File: src/hw/rtl/fwdmix_pkg.sv
package fwdmix_pkg;

    // field widths
    localparam int AXIS_W     = 11;
    localparam int TRIG_W     = 10;
    localparam int DUTY_OUT_W = 8;
    localparam int MAXD_W     = 8;
    localparam int STEP_W     = 8;
    localparam int DZ_W       = 10;

    // configuration port
    localparam int CFG_IDX_W  = 2;
    localparam int CFG_DATA_W = 10;

    localparam logic [CFG_IDX_W-1:0] REG_MAX_DUTY  = 2'd0;
    localparam logic [CFG_IDX_W-1:0] REG_RAMP_STEP = 2'd1;
    localparam logic [CFG_IDX_W-1:0] REG_DEADZONE  = 2'd2;

    localparam logic [MAXD_W-1:0] MAX_DUTY_RST  = 8'd255;
    localparam logic [STEP_W-1:0] RAMP_STEP_RST = 8'd5;
    localparam logic [DZ_W-1:0]   DEADZONE_RST  = 10'd20;

    // full-scale axis value is 2**AXIS_SHIFT
    localparam int AXIS_SHIFT = 9;

    localparam int DUTY_BITS_DEF = 8;

    typedef logic signed [AXIS_W-1:0] t_axis;
    typedef logic [TRIG_W-1:0]        t_trig;
    typedef logic [DUTY_OUT_W-1:0]    t_duty;
    typedef logic [CFG_IDX_W-1:0]     t_cfg_idx;
    typedef logic [CFG_DATA_W-1:0]    t_cfg_data;

endpackage

File: src/hw/rtl/four_wheel_drive_mixer_ramp.sv
// Four-wheel joystick mixer with per-wheel slew limit.
//
// Input channel (i_in_valid / o_in_ready) carries one joystick sample: forward
// and turn axes plus the two trigger levels. Output channel (o_out_valid /
// i_out_ready) carries one result per sample: the four ramped wheel duties and
// the four direction bits.
//
// The datapath is four register stages: input, scaled axes, saturated targets,
// held duties. A result moves from the input register through each later stage
// in turn. A new sample is taken every cycle while the output is drained;
// throughput is one sample per cycle, since each stage reloads in the same
// cycle that its successor hands its sample on.
//
// When the receiver stalls the result and the held duties stay put; the earlier
// stages keep filling until each holds a sample, then o_in_ready drops.
//
// Configuration (max_duty, ramp_step, deadzone) is written via i_cfg_we,
// i_cfg_index, i_cfg_data; the user must write it only while no sample is in
// flight, not enforced by the block. Index 3 is ignored. Sync reset clears the
// pipeline, zeroes held duties, sets max_duty 255, ramp_step 5, deadzone 20.
module four_wheel_drive_mixer_ramp #(
    parameter int DUTY_BITS = fwdmix_pkg::DUTY_BITS_DEF
) (
    input  logic                   i_clk,
    input  logic                   i_rst_n,

    input  logic                   i_cfg_we,
    input  fwdmix_pkg::t_cfg_idx   i_cfg_index,
    input  fwdmix_pkg::t_cfg_data  i_cfg_data,

    input  logic                   i_in_valid,
    output logic                   o_in_ready,
    input  fwdmix_pkg::t_axis      i_axis_forward,
    input  fwdmix_pkg::t_axis      i_axis_turn,
    input  fwdmix_pkg::t_trig      i_trigger_left,
    input  fwdmix_pkg::t_trig      i_trigger_right,

    output logic                   o_out_valid,
    input  logic                   i_out_ready,
    output fwdmix_pkg::t_duty      o_duty_one,
    output fwdmix_pkg::t_duty      o_duty_two,
    output fwdmix_pkg::t_duty      o_duty_three,
    output fwdmix_pkg::t_duty      o_duty_four,
    output logic                   o_dir_one,
    output logic                   o_dir_two,
    output logic                   o_dir_three,
    output logic                   o_dir_four
);
    import fwdmix_pkg::*;

    localparam int PROD_W   = AXIS_W + MAXD_W + 1;
    localparam int RAW_W    = AXIS_W + 2;
    localparam int SW       = ((DUTY_BITS > MAXD_W) ? DUTY_BITS : MAXD_W) + 1;
    localparam int DUTY_MAX = (1 << DUTY_BITS) - 1;

    // configuration registers
    logic [MAXD_W-1:0] r_max_duty;
    logic [STEP_W-1:0] r_ramp_step;
    logic [DZ_W-1:0]   r_deadzone;

    // pipeline control
    logic r_v1, r_v2, r_v3, r_v4;
    logic w_en1, w_en2, w_en3, w_en4;

    // stage 1: input sample
    t_axis r_fy, r_tx;
    t_trig r_tl, r_tr;

    // stage 2: scaled axes and rotation
    t_axis n_fy_dz, n_tx_dz;
    t_axis n_fwd, n_trn, n_rot;
    logic  n_straight;
    t_axis r_fwd, r_trn, r_rot;
    logic  r_straight;

    // stage 3: saturated targets and directions
    logic signed [RAW_W-1:0] n_raw [4];
    logic [RAW_W-1:0]        w_mag [4];
    logic [MAXD_W-1:0]       w_lim;
    logic [MAXD_W-1:0]       w_sat [4];
    logic [MAXD_W-1:0]       w_best01, w_best23, w_best;
    logic [MAXD_W-1:0]       n_tgt [4];
    logic [3:0]              n_dir;
    logic [MAXD_W-1:0]       r_tgt [4];
    logic [3:0]              r_dir_s3;

    // stage 4: held duties (also the output register)
    logic [DUTY_BITS-1:0] r_held [4];
    logic [DUTY_BITS-1:0] n_held [4];
    logic [3:0]           r_dir;
    logic [SW-1:0]        w_cur, w_tgt, w_stp, w_nxt;
    logic [3:0]           w_step_ok;

    function automatic t_axis apply_deadzone(input t_axis a, input logic [DZ_W-1:0] dz);
        logic [AXIS_W-1:0] mag;
        mag = a[AXIS_W-1] ? AXIS_W'(~a + 1'b1) : AXIS_W'(a);
        return (mag < AXIS_W'(dz)) ? '0 : a;
    endfunction

    // a * md / 512 truncated toward zero: bias negatives by 511 before the shift
    function automatic t_axis scale_axis(input t_axis a, input logic [MAXD_W-1:0] md);
        logic signed [PROD_W-1:0] p;
        logic [PROD_W-1:0]        b;
        p = PROD_W'(a) * PROD_W'($signed({1'b0, md}));
        b = PROD_W'(unsigned'(p)) + PROD_W'({AXIS_SHIFT{p[PROD_W-1]}});
        return $signed(b[PROD_W-1:AXIS_SHIFT]);
    endfunction

    // handshake chain
    assign w_en4      = !r_v4 || i_out_ready;
    assign w_en3      = !r_v3 || w_en4;
    assign w_en2      = !r_v2 || w_en3;
    assign w_en1      = !r_v1 || w_en2;
    assign o_in_ready = w_en1;

    always_ff @(posedge i_clk) begin
        if (!i_rst_n) begin
            r_max_duty  <= MAX_DUTY_RST;
            r_ramp_step <= RAMP_STEP_RST;
            r_deadzone  <= DEADZONE_RST;
        end else if (i_cfg_we) begin
            case (i_cfg_index)
                REG_MAX_DUTY:  r_max_duty  <= i_cfg_data[MAXD_W-1:0];
                REG_RAMP_STEP: r_ramp_step <= i_cfg_data[STEP_W-1:0];
                REG_DEADZONE:  r_deadzone  <= i_cfg_data[DZ_W-1:0];
                default: ;
            endcase
        end
    end

    always_ff @(posedge i_clk) begin
        if (!i_rst_n) begin
            r_v1 <= 1'b0;
            r_v2 <= 1'b0;
            r_v3 <= 1'b0;
            r_v4 <= 1'b0;
        end else begin
            if (w_en1) r_v1 <= i_in_valid;
            if (w_en2) r_v2 <= r_v1;
            if (w_en3) r_v3 <= r_v2;
            if (w_en4) r_v4 <= r_v3;
        end
    end

    // stage 1
    always_ff @(posedge i_clk) begin
        if (w_en1 && i_in_valid) begin
            r_fy <= i_axis_forward;
            r_tx <= i_axis_turn;
            r_tl <= i_trigger_left;
            r_tr <= i_trigger_right;
        end
    end

    // stage 2
    always_comb begin
        n_fy_dz    = apply_deadzone(r_fy, r_deadzone);
        n_tx_dz    = apply_deadzone(r_tx, r_deadzone);
        n_fwd      = scale_axis(n_fy_dz, r_max_duty);
        n_trn      = scale_axis(n_tx_dz, r_max_duty);
        n_rot      = $signed(AXIS_W'(r_tr) - AXIS_W'(r_tl));
        n_straight = (n_tx_dz == '0) && (n_rot == '0);
    end

    always_ff @(posedge i_clk) begin
        if (w_en2 && r_v1) begin
            r_fwd      <= n_fwd;
            r_trn      <= n_trn;
            r_rot      <= n_rot;
            r_straight <= n_straight;
        end
    end

    // stage 3
    always_comb begin
        n_raw[0] = -RAW_W'(r_fwd) + RAW_W'(r_trn) + RAW_W'(r_rot);
        n_raw[1] = -RAW_W'(r_fwd) - RAW_W'(r_trn) - RAW_W'(r_rot);
        n_raw[2] =  RAW_W'(r_fwd) - RAW_W'(r_trn) + RAW_W'(r_rot);
        n_raw[3] =  RAW_W'(r_fwd) + RAW_W'(r_trn) - RAW_W'(r_rot);

        // a narrow held duty also caps the target
        w_lim = r_max_duty;
        if (DUTY_BITS < MAXD_W && r_max_duty > MAXD_W'(DUTY_MAX)) begin
            w_lim = MAXD_W'(DUTY_MAX);
        end

        for (int i = 0; i < 4; i++) begin
            w_mag[i] = n_raw[i][RAW_W-1] ? RAW_W'(-n_raw[i]) : RAW_W'(n_raw[i]);
            w_sat[i] = (w_mag[i] > RAW_W'(w_lim)) ? w_lim : w_mag[i][MAXD_W-1:0];
        end

        w_best01 = (w_sat[1] > w_sat[0]) ? w_sat[1] : w_sat[0];
        w_best23 = (w_sat[3] > w_sat[2]) ? w_sat[3] : w_sat[2];
        w_best   = (w_best23 > w_best01) ? w_best23 : w_best01;

        for (int i = 0; i < 4; i++) begin
            n_tgt[i] = r_straight ? w_best : w_sat[i];
        end

        n_dir[0] = !n_raw[0][RAW_W-1] && (n_raw[0] != '0);
        n_dir[1] = !n_raw[1][RAW_W-1] && (n_raw[1] != '0);
        n_dir[2] = n_raw[2][RAW_W-1];
        n_dir[3] = n_raw[3][RAW_W-1];
    end

    always_ff @(posedge i_clk) begin
        if (w_en3 && r_v2) begin
            r_tgt    <= n_tgt;
            r_dir_s3 <= n_dir;
        end
    end

    // stage 4: slew each held duty toward its target
    always_comb begin
        w_cur     = '0;
        w_tgt     = '0;
        w_nxt     = '0;
        w_stp     = SW'(r_ramp_step);
        w_step_ok = '0;
        for (int i = 0; i < 4; i++) begin
            w_cur = SW'(r_held[i]);
            w_tgt = SW'(r_tgt[i]);
            if (w_cur < w_tgt) begin
                w_nxt = (w_tgt - w_cur <= w_stp) ? w_tgt : w_cur + w_stp;
            end else if (w_cur > w_tgt) begin
                w_nxt = (w_cur - w_tgt <= w_stp) ? w_tgt : w_cur - w_stp;
            end else begin
                w_nxt = w_cur;
            end
            n_held[i]    = DUTY_BITS'(w_nxt);
            w_step_ok[i] = (w_nxt + w_stp >= w_cur) && (w_nxt <= w_cur + w_stp);
        end
    end

    always_ff @(posedge i_clk) begin
        if (!i_rst_n) begin
            for (int i = 0; i < 4; i++) begin
                r_held[i] <= '0;
            end
        end else if (w_en4 && r_v3) begin
            r_held <= n_held;
        end
    end

    always_ff @(posedge i_clk) begin
        if (w_en4 && r_v3) begin
            r_dir <= r_dir_s3;
        end
    end

    assign o_out_valid  = r_v4;
    assign o_duty_one   = DUTY_OUT_W'(r_held[0]);
    assign o_duty_two   = DUTY_OUT_W'(r_held[1]);
    assign o_duty_three = DUTY_OUT_W'(r_held[2]);
    assign o_duty_four  = DUTY_OUT_W'(r_held[3]);
    assign o_dir_one    = r_dir[0];
    assign o_dir_two    = r_dir[1];
    assign o_dir_three  = r_dir[2];
    assign o_dir_four   = r_dir[3];

    // an input transfer always lands in stage 1
    a_in_lands: assert property (@(posedge i_clk) disable iff (!i_rst_n)
        (i_in_valid && o_in_ready) |=> r_v1)
        else $error("input transfer lost at stage 1");

    // held duties move only when a result is loaded
    a_held_stable: assert property (@(posedge i_clk) disable iff (!i_rst_n)
        !(w_en4 && r_v3) |=> ($stable(r_held[0]) && $stable(r_held[1])
                              && $stable(r_held[2]) && $stable(r_held[3])))
        else $error("held duty changed without a result load");

    // no wheel moves by more than ramp_step per sample
    a_slew_bound: assert property (@(posedge i_clk) disable iff (!i_rst_n)
        (w_en4 && r_v3) |-> (w_step_ok == 4'b1111))
        else $error("held duty step exceeds ramp_step");

    // straight-line samples give one common target
    a_straight_equal: assert property (@(posedge i_clk) disable iff (!i_rst_n)
        (w_en3 && r_v2 && r_straight) |=> ((r_tgt[0] == r_tgt[1])
                                           && (r_tgt[1] == r_tgt[2])
                                           && (r_tgt[2] == r_tgt[3])))
        else $error("straight-line targets differ");

endmodule
File: config.mk
export PLATFORM = sky130hd
export DESIGN_NAME = four_wheel_drive_mixer_ramp
export DESIGN_NICKNAME = d
export VERILOG_FILES = /design/src/hw/rtl/fwdmix_pkg.sv /design/src/hw/rtl/four_wheel_drive_mixer_ramp.sv
export SDC_FILE = /design/constraint.sdc
export NUM_CORES = 1
export LEC_CHECK = 0
export CAP_MARGIN = 10
export CORE_ASPECT_RATIO = 2
export CORE_MARGIN = 2
export CORE_UTILIZATION = 40
export CTS_CLUSTER_DIAMETER = 30
export CTS_CLUSTER_SIZE = 25
export DETAILED_ROUTE_END_ITERATION = 10
export DONT_BUFFER_PORTS = 1
export PLACE_DENSITY = 0.65
export SLEW_MARGIN = 30
export SYNTH_ARGS = -nofsm -noshare
export SYNTH_HDL_FRONTEND = slang
export SYNTH_SLANG_ARGS = --single-unit
File: constraint.sdc
create_clock -name i_clk -period 8.6 [get_ports i_clk]
set_input_delay 0.86 -clock i_clk [delete_from_list [all_inputs] [get_ports i_clk]]
set_output_delay 0.86 -clock i_clk [all_outputs]
set_load 0.01 [all_outputs]
Yosys cells after proc, flatten, opt, wreduce, memory -nomap -nowiden. Cells that the tools add are included.

Register bits after elaboration: 178. Input port bits: 59. Output and inout port bits: 38. Word-level logic and storage cells: 158.

Add/sub/neg operators: 34. Multipliers: 2. Order comparisons: 25. Equality and inequality tests: 2. Multiplexer cells: 35. Bitwise operators: 2. Reduce and logical (&&, ||, !) cells: 33.

Operators by type and width (count): 2-to-1 mux 8 bit (27); less-or-equal comparator 9 x 8 -> 1 bit (8); subtractor 8 x 8 -> 9 bit (8); > comparator 8 bit (7); > comparator 13 x 8 -> 1 bit (4); 2-to-1 mux 13 bit (4); negation 13 bit (4); 2-to-1 mux 11 bit (4); adder 20 x 9 -> 20 bit (2); multiplier 11 x 9 -> 20 bit (2); adder 8 bit (4); less-than comparator 8 bit (4); subtractor 8 bit (4); adder 13 x 11 -> 13 bit (2); nonzero test 13 bit (2); subtractor 13 x 11 -> 13 bit (2); adder 11 x 1 -> 11 bit (second input constant) (2); zero test 11 bit (2); less-than comparator 11 x 10 -> 1 bit (2); NOT 11 bit (2); AND reduction 2 bit (7); adder 12 x 11 -> 13 bit (1); negation 11 -> 13 bit (1); subtractor 12 x 11 -> 13 bit (1); other kinds (10) (27).

Longest topological paths before layout. Gate-level depths: netlist (run 1).

Depth in word-level cells: 12. Depth in mapped cells: 52. Depth with buffers taken out: 49.

Least setup slack after synthesis (run 1). Ideal clock, no wire load.

Path kind: reg2reg. From: register r_fwd[2]. To: register r_tgt[25] (netlist bit), data pin. Library setup time: 0.146 ns. Data arrival time: 9.259 ns. Required time: 8.454 ns. Slack: -0.805 ns. Stages on the path, launching flop included: 44. Path buffers: 3. Clock period less this slack: 9.405 ns. Cells stage by stage: edfxtp_1 > nor4_1 > nand2_1 > xnor2_1 > fa_1 > ha_1 > or2_1 > maj3_2 > o311a_1 > o22ai_2 > xnor2_1 > buf_2 > mux2_2 > ha_1 > nor2b_1 > o21ai_0 > nand2b_1 > a2111oi_0 > (+8 left out) > nor2_1 > inv_1 > or3_1 > a31oi_4 > buf_6 > mux2i_1 > ha_1 > o21a_1 > o21ai_0 > nand2b_1 > a21oi_1 > o21ai_0 > o31a_1 > nand2_1 > nor2_1 > and2_1 > or3_1 > a21oi_1.

RTL lines: start: declaration (RTL line four_wheel_drive_mixer_ramp.sv:73) `t_axis r_fwd, r_trn, r_rot;`; start signal: assignment (RTL line four_wheel_drive_mixer_ramp.sv:167) `r_fwd <= n_fwd;`; end signal: assignment (RTL line four_wheel_drive_mixer_ramp.sv:208) `r_tgt <= n_tgt;`; end: declaration (RTL line four_wheel_drive_mixer_ramp.sv:84) `logic [MAXD_W-1:0] r_tgt [4];`.

==> results of run 1 <==
routing by layer:
layer  vias up  part of all wire  track usage
met5         -           0.00015            0
met4         2             0.065        0.137
met3       238             0.043       0.0331
met2       654              0.52        0.447
met1     11900              0.37        0.253
li1      11800                 -            -
timing repair:
action,in CTS,in global routing
setup endpoints to repair,54,54
gates cloned,2,0
pin swaps,78,130
setup buffers,40,27
gates resized for setup,160,180
layout make-up:
class / count / share of cell area
inverters: 533 / 0.0578
clock inverters: 14 / 0.00472
repair buffers: 473 / 0.106
clock buffers: 18 / 0.0124
multi-input cells: 2445 / 0.650
well taps: 903 / 0.0325
flip-flops and latches: 178 / 0.136
sequential cells by signal, indices dropped and copies added, names as in the netlist, 4 cells and up:
name / cells
o_duty_four: 8
o_duty_one: 8
o_duty_three: 8
o_duty_two: 8
r_deadzone: 10
r_dir: 4
r_dir_s3: 4
r_fwd: 11
r_fy: 11
r_max_duty: 8
r_ramp_step: 8
r_rot: 11
r_tgt: 32
r_tl: 10
r_tr: 10
r_trn: 11
r_tx: 11
layout by cell type (no fill, tap or decap), drive strengths merged, types with 47 or more instances in the layout:
master / instances
inv: 540
buf: 473
ha: 413
nor2: 217
nand2: 214
fa: 208
a21oi: 208
xnor2: 164
o21ai: 121
edfxtp: 116
xor2: 76
a21o: 66
mux2i: 65
and2: 63
dfxtp: 62
o21bai: 51
o21a: 48
nand4: 47
cells by family after synthesis:
kind of cell             after synthesis
flip-flops                           178
multiplexers                          87
AO/OA/AOI/OAI                        699
XOR/XNOR                             240
buffers and inverters                628
adder cells (fa/ha/maj)              622
AND/OR/NAND/NOR                      797
critical path: cells and delay by family, from the launching register on:
family          cells  cell delay, ps
mux                 2             640
xor+xnor            2             360
flops               1             430
buf+inv             2             360
simple gates       16            2690
fa+ha+maj           6            1730
compound gates     15            2690
through the flow:
step           setup slack [ps]  cells  cell area [µm²]
3_3_place_gp               -843   4470            32100
2_1_floorplan              -102   3251            28200
4_1_cts                    -511   4546            33700
6_report                   -474   4564            34700
3_5_place_dp               -883   4472            32100
5_1_grt                    -880   4564            34700
worst min path at each step:
stage	from	to	slack, ps	depth (start not counted)
after floorplan	r_dir_s3[0]	r_dir[0]	400	0
after global placement	r_dir_s3[0]	r_dir[0]	410	0
after detailed placement	r_dir_s3[2]	r_dir[2]	410	0
after CTS	r_dir_s3[2]	r_dir[2]	430	0
after global routing	r_dir_s3[3]	r_dir[3]	440	0
final	r_dir_s3[2]	r_dir[2]	430	0
==> reports/qor.txt, run 1 <==
Gate Count Post-Synth = 3251
EDFF count, synth = 116
Worst Path Class, Setup = flip-flop to flip-flop
Compound-Gate Fraction of Synth Area = 0.164
vias per cell = 5.38
largest family of logic cells by synthesized area = adder cells
post-synthesis simple-gate area fraction = 0.139
vias in the first global route = 25300
fin crit period = 9070 ps
Final Hold Fails = 0
Yosys top cell area share = 0.185
post-synthesis adder-cell area fraction = 0.334
Initial Utilization = 0.402
RSZ-0062 raised after global routing = yes
CTS tree = yes
CTS H-Tree Depth = 4
drt pass-1 iters = 5
maximum clock frequency = 110 MHz
largest net degree at the start of global routing = 43
Final HPWL DP = 72000 µm
post-synthesis cell type count = 93
Crit-path slowest cell = fa_2
total gr overflow = 0
Total GRT Usage = 0.240
Setup WS post-layout = -474 ps
post-synthesis sequential area ratio = 0.169
flop2flop setup slack = -470 ps
Critical Path Fanout Max = 6
Via Count = 24600
CP Capture Type = flip-flop
antenna violations before repair = 1
max-slew violation count = 0
WP data arrival = 9420 ps
die area = 72100 µm²
total wire length = 87000 µm
Setup TNS Final = -13860 ps
Hold Path Class = flip-flop to flip-flop
Syn. warnings = 0
worst-case reg-to-reg path depth = 43
multiplexer area fraction after synthesis = 0.0323
port bufs = 0
Post-Syn Area = 27900 µm²
synthesized area per cell = 8.59 µm²
IO Count = 97
1st-iter DRT viols = 1369
fill count = 6509
Hold Buf Count CTS = 0
critical path's largest stage delay = 500 ps
Inserted Diodes = 0
Setup crit start kind = flip-flop
clock skew = 21.8 ps
outcome = finished, violations left
Max Root-Sink Buffers = 2
placeable core area = 69400 µm²
most frequent CP cell = ha_4
clock slew at reported path FFs = 80 ps
total of max-cap violations = 0
synth cell count leaders = 532 x inv_1, 413 x ha_1, 217 x nor2_1
Wirelength per Cell = 19.1 µm
Slew headroom = 0.381
Die W = 191 µm
share of layout cells above drive strength 1 = 0.222
largest area contributor in the netlist = ha_1
fin crit share = 1.06
crit path from = r_fwd[1]
CP endpoint = r_tgt[25]
worst slew pin tran = 928 ps
CTS sink count = 178
worst reg2reg path endpoint = r_tgt[25]
Crit path required time = 8940 ps
Antenna Nets Post-Route = 0
syn_nets = 3931
Die Height = 378 µm
Area Overhead vs Synth = 24.3%
synthesized flop and latch total = 178
async set-or-reset flop fraction in the synthesized netlist = 0
CTS buffer count = 17
Crit Reg-Reg Startpoint = r_fwd[1]
Multi-input gate area = 22600 µm²
first-pass GRT wire length = 134000 µm
failing checks = negative setup slack
flip-flop and latch area = 4720 µm²
Final Wtd Congestion = 0.975
top_reg_cell synth = edfxtp_1
final net count = 4328
row cnt = 137
worst-skew pair later-pin latency = 490 ps
Post-Synth XOR/XNOR Area = 0.0755
Root Driver = clkbuf_16
Residual DRC = 0
final setup violation count = 42
Finished Core Util = 0.500
top cells by area, synth = ha_1 18%, fa_1 15%, edfxtp_1 12%
most frequent cell after synthesis = inv_1
Hold WS = 427 ps
Power of run 1 is left out: the tool's default activity adds up to more than one toggle a clock period on the data nets, which glitch-free logic cannot reach.
==> inputs of run 2 (changes only) <==
Settings changed: CELL_PAD_IN_SITES_DETAIL_PLACEMENT set to 0, CELL_PAD_IN_SITES_GLOBAL_PLACEMENT set to 1, CORE_UTILIZATION 40 to 47, PLACE_DENSITY 0.65 to 0.89.
==> reports/qor.txt, run 2 (synthesis gave the netlist of run 1 again) <==
Worst Path Class, Setup = flip-flop to flip-flop
total wire length = 93200 µm
Final HPWL DP = 76100 µm
share of layout cells above drive strength 1 = 0.227
Max Root-Sink Buffers = 2
Crit-path slowest cell = fa_2
outcome = finished, violations left
CTS sink count = 178
failing checks = design-rule violations, negative setup slack
clock slew at reported path FFs = 80 ps
Total GRT Usage = 0.300
CTS H-Tree Depth = 4
commonest non-fill, non-tap cells in the layout = 516 x inv_1, 504 x buf_4, 380 x ha_1
placeable core area = 59000 µm²
total gr overflow = 0
Die Height = 349 µm
final net count = 4389
Hold Buf Count CTS = 0
Via Count = 25400
CP Capture Type = flip-flop
IO Count = 97
total of max-cap violations = 0
Wirelength per Cell = 20.7 µm
max-slew violation count = 0
drt pass-1 iters = 9
fin crit period = 9190 ps
maximum clock frequency = 109 MHz
WP data arrival = 9440 ps
Hold Path Stages = 0
Setup TNS Final = -12260 ps
Final Wtd Congestion = 1.00
Area Overhead vs Synth = 25.0%
fin crit share = 1.07
Antenna Nets Post-Route = 0
Top reg by flops = r_tgt
RSZ-0062 raised after global routing = yes
1st-iter DRT viols = 1160
final setup violation count = 35
post-layout instance area = 34900 µm²
Hold WS = 425 ps
row cnt = 126
Setup WS post-layout = -588 ps
flop2flop setup slack = -590 ps
vias in the first global route = 26500
Crit Reg-Reg Startpoint = r_fwd[2]
Die W = 176 µm
clock skew = 17.5 ps
Residual DRC = 2
Slew headroom = 0.392
max FFs per register = 32
placed cell areas = 32400 µm²
worst-case reg-to-reg path depth = 43
largest net degree at the start of global routing = 43
Critical Path Fanout Max = 6
Crit path required time = 8860 ps
Root Driver = clkbuf_16
commonest non-fill, non-tap cell in the layout = inv_1
CTS buffer count = 17
worst reg2reg path endpoint = r_tgt[28]
worst slew pin tran = 912 ps
worst-skew pair later-pin latency = 500 ps
CP endpoint = r_tgt[28]
CTS tree = yes
crit path from = r_fwd[2]
Initial Utilization = 0.474
port bufs = 0
vias per cell = 5.64
Final Hold Fails = 0
die area = 61500 µm²
first-pass GRT wire length = 139000 µm
Hold Path Class = flip-flop to flip-flop
critical path's largest stage delay = 590 ps
Setup crit start kind = flip-flop
antenna violations before repair = 7
[run 2: worst min path at each step]
| stage | from | to | slack (ps) |
|---|---|---|---|
| after global placement | r_dir_s3[0] | r_dir[0] | 400 |
| after CTS | i_rst_n | r_ramp_step[2] | 410 |
| final | r_dir_s3[3] | r_dir[3] | 420 |
| after floorplan | r_dir_s3[0] | r_dir[0] | 400 |
| after global routing | i_rst_n | r_ramp_step[0] | 430 |
| after detailed placement | r_dir_s3[3] | r_dir[3] | 410 |
[run 2: worst max-delay path: cells and delay by family (launching register included)]
family | cells | cell delay, ps
multiplexers | 2 | 580
flip-flops | 1 | 500
AO/OA/AOI/OAI | 16 | 3020
AND/OR/NAND/NOR | 12 | 1850
adder cells (fa/ha/maj) | 6 | 1850
XOR/XNOR | 2 | 290
buffers and inverters | 5 | 830
[run 2: layer usage]
metal	GRT usage	part of all wire
met2	0.565	0.53
met4	0.312	0.12
met5	0	0
met3	0.0656	0.053
met1	0.239	0.29
[run 2: per-stage QoR]
step                 util  std cells  setup WS [ps]
floorplan               -       3251           -102
global placement    0.549       4397           -522
detailed placement  0.550       4398           -663
CTS                 0.573       4465           -414
global route        0.592       4491          -1200
finish              0.592       4493           -588
[run 2: timing repair]
action / in CTS / in global routing
setup endpoints to repair: 54 / 54
gates resized for setup: 116 / 183
endpoints found under the hold margin: 0 / 0
pin swaps: 66 / 111
buffers inserted: 35 / 32
gates cloned: 1 / 1
[run 2: area by class of cell]
| class | count | area (µm²) |
|---|---|---|
| fill | 5150 | 24000 |
| clock inverter | 13 | 151 |
| timing repair buffer | 534 | 4190 |
| antenna | 3 | 7.51 |
| multi-input combinational | 2445 | 22400 |
| clock buffer | 19 | 475 |
| sequential | 178 | 4730 |
| inverter | 533 | 2010 |
| tap | 768 | 961 |
Power of run 2 is left out for the same reason.
==> inputs of run 3 (changes only) <==
Settings changed: CORE_UTILIZATION 47 to 40, PLACE_DENSITY 0.89 to 0.79.
==> reports/qor.txt, run 3 (synthesis gave the netlist of run 1 again) <==
Final Wtd Congestion = 0.912
fin crit share = 1.07
Slew headroom = 0.287
Top reg by flops = r_tgt
port bufs = 0
Inserted Diodes = 0
Max Root-Sink Buffers = 2
Residual DRC = 0
placeable core area = 69400 µm²
vias per cell = 5.36
worst-skew pair later-pin latency = 480 ps
commonest non-fill, non-tap cell in the layout = inv_1
Setup TNS Final = -15830 ps
Crit path required time = 8940 ps
maximum clock frequency = 109 MHz
most frequent CP cell = ha_1
worst slew pin tran = 1070 ps
Die W = 191 µm
CTS sink count = 178
Wirelength per Cell = 18.5 µm
fin crit period = 9180 ps
CTS tree = yes
Crit-path slowest cell = fa_1
Hold Path Origin = r_dir_s3[1]
max FFs per register = 32
Setup WS post-layout = -579 ps
WP data arrival = 9520 ps
total gr overflow = 0
antenna violations before repair = 0
CTS buffer count = 17
clock skew = 20.9 ps
Final Hold Fails = 0
final setup violation count = 32
share of layout cells above drive strength 1 = 0.211
worst-case reg-to-reg path depth = 51
Via Count = 24400
vias in the first global route = 24800
flop2flop setup slack = -580 ps
first-pass GRT wire length = 130000 µm
Crit Reg-Reg Startpoint = r_fwd[0]
Root Driver = clkbuf_16
Total GRT Usage = 0.231
Finished Core Util = 0.497
CTS H-Tree Depth = 4
final net count = 4310
drt pass-1 iters = 5
Hold Path Sink = r_dir[1]
RSZ-0062 raised after global routing = yes
Area Overhead vs Synth = 23.5%
worst reg2reg path endpoint = r_tgt[25]
total wire length = 84000 µm
total of max-cap violations = 0
1st-iter DRT viols = 1172
largest net degree at the start of global routing = 47
IO Count = 97
Worst Path Class, Setup = flip-flop to flip-flop
critical path's largest stage delay = 480 ps
CP Capture Type = flip-flop
outcome = finished, violations left
Hold Path Class = flip-flop to flip-flop
clock slew at reported path FFs = 90 ps
failing checks = negative setup slack
Antenna Nets Post-Route = 0
Initial Utilization = 0.402
die area = 72100 µm²
Final HPWL DP = 68200 µm
Setup crit start kind = flip-flop
max-slew violation count = 0
Hold Buf Count CTS = 0
commonest non-fill, non-tap cells in the layout = 517 x inv_1, 414 x buf_4, 379 x ha_1
Die Height = 378 µm
Critical Path Fanout Max = 7
row cnt = 137
Hold Path Stages = 0
==> run 3: changes by cell type in the layout (fill, tap and decap cells not counted), moves of 5 or more <==
cell	before	now
buf_6	22	34
buf_4	504	414
nor2_2	7	16
nor2_1	203	195
xnor2_2	9	15
nand2_1	197	202
==> run 3: stage by stage <==
| stage | setup slack, ps | cell area, µm² | std cells | hold WS, ps |
|---|---|---|---|---|
| detailed placement | -752 | 31900 | 4445 | 416 |
| floorplan | -102 | 28200 | 3251 | 400 |
| finish | -579 | 34500 | 4546 | 424 |
| CTS | -484 | 33200 | 4507 | 425 |
| global route | -965 | 34500 | 4546 | 441 |
| global placement | -627 | 31900 | 4444 | 407 |
==> run 3: worst max-delay path: cells and delay by family (launching register included) <==
kind,cells,cell delay [ps]
buffers and inverters,8,1120
flip-flops,1,420
AND/OR/NAND/NOR,15,2050
AO/OA/AOI/OAI,21,3610
adder cells (fa/ha/maj),5,1530
XOR/XNOR,2,280
==> run 3: worst max path at each step <==
stage	from	endpoint	slack, ps	depth (start not counted)
after floorplan	r_fwd[3]	r_tgt[25]	-100	43
after global placement	r_fwd[1]	r_tgt[15]	-630	46
after detailed placement	r_fwd[0]	r_tgt[15]	-750	44
after CTS	r_fwd[1]	r_tgt[30]	-480	42
after global routing	r_fwd[1]	r_tgt[25]	-960	51
final	r_fwd[0]	r_tgt[25]	-580	51
==> run 3: routing by layer <==
| layer | vias up | share of wire | GRT usage |
|---|---|---|---|
| li1 | 11800 | - | - |
| met1 | 11800 | 0.41 | 0.274 |
| met2 | 603 | 0.51 | 0.416 |
| met3 | 168 | 0.046 | 0.0302 |
| met4 | 0 | 0.040 | 0.0905 |
| met5 | - | 0 | 0 |
==> run 3: what timing repair did <==
action	in CTS	in global routing
endpoints found under the hold margin	0	0
setup endpoints to repair	49	54
pin swaps	37	133
gates resized for setup	99	208
cloned	1	0
setup buffers	29	39
==> run 3: cell type report <==
class,instances,area [µm²]
multi-input combinational,2445,22400
inverter,533,2020
tap,903,1130
clock inverter,14,181
fill,6480,34900
clock buffer,18,429
timing repair buffer,455,3620
sequential,178,4720
Power of run 3 is left out for the same reason.
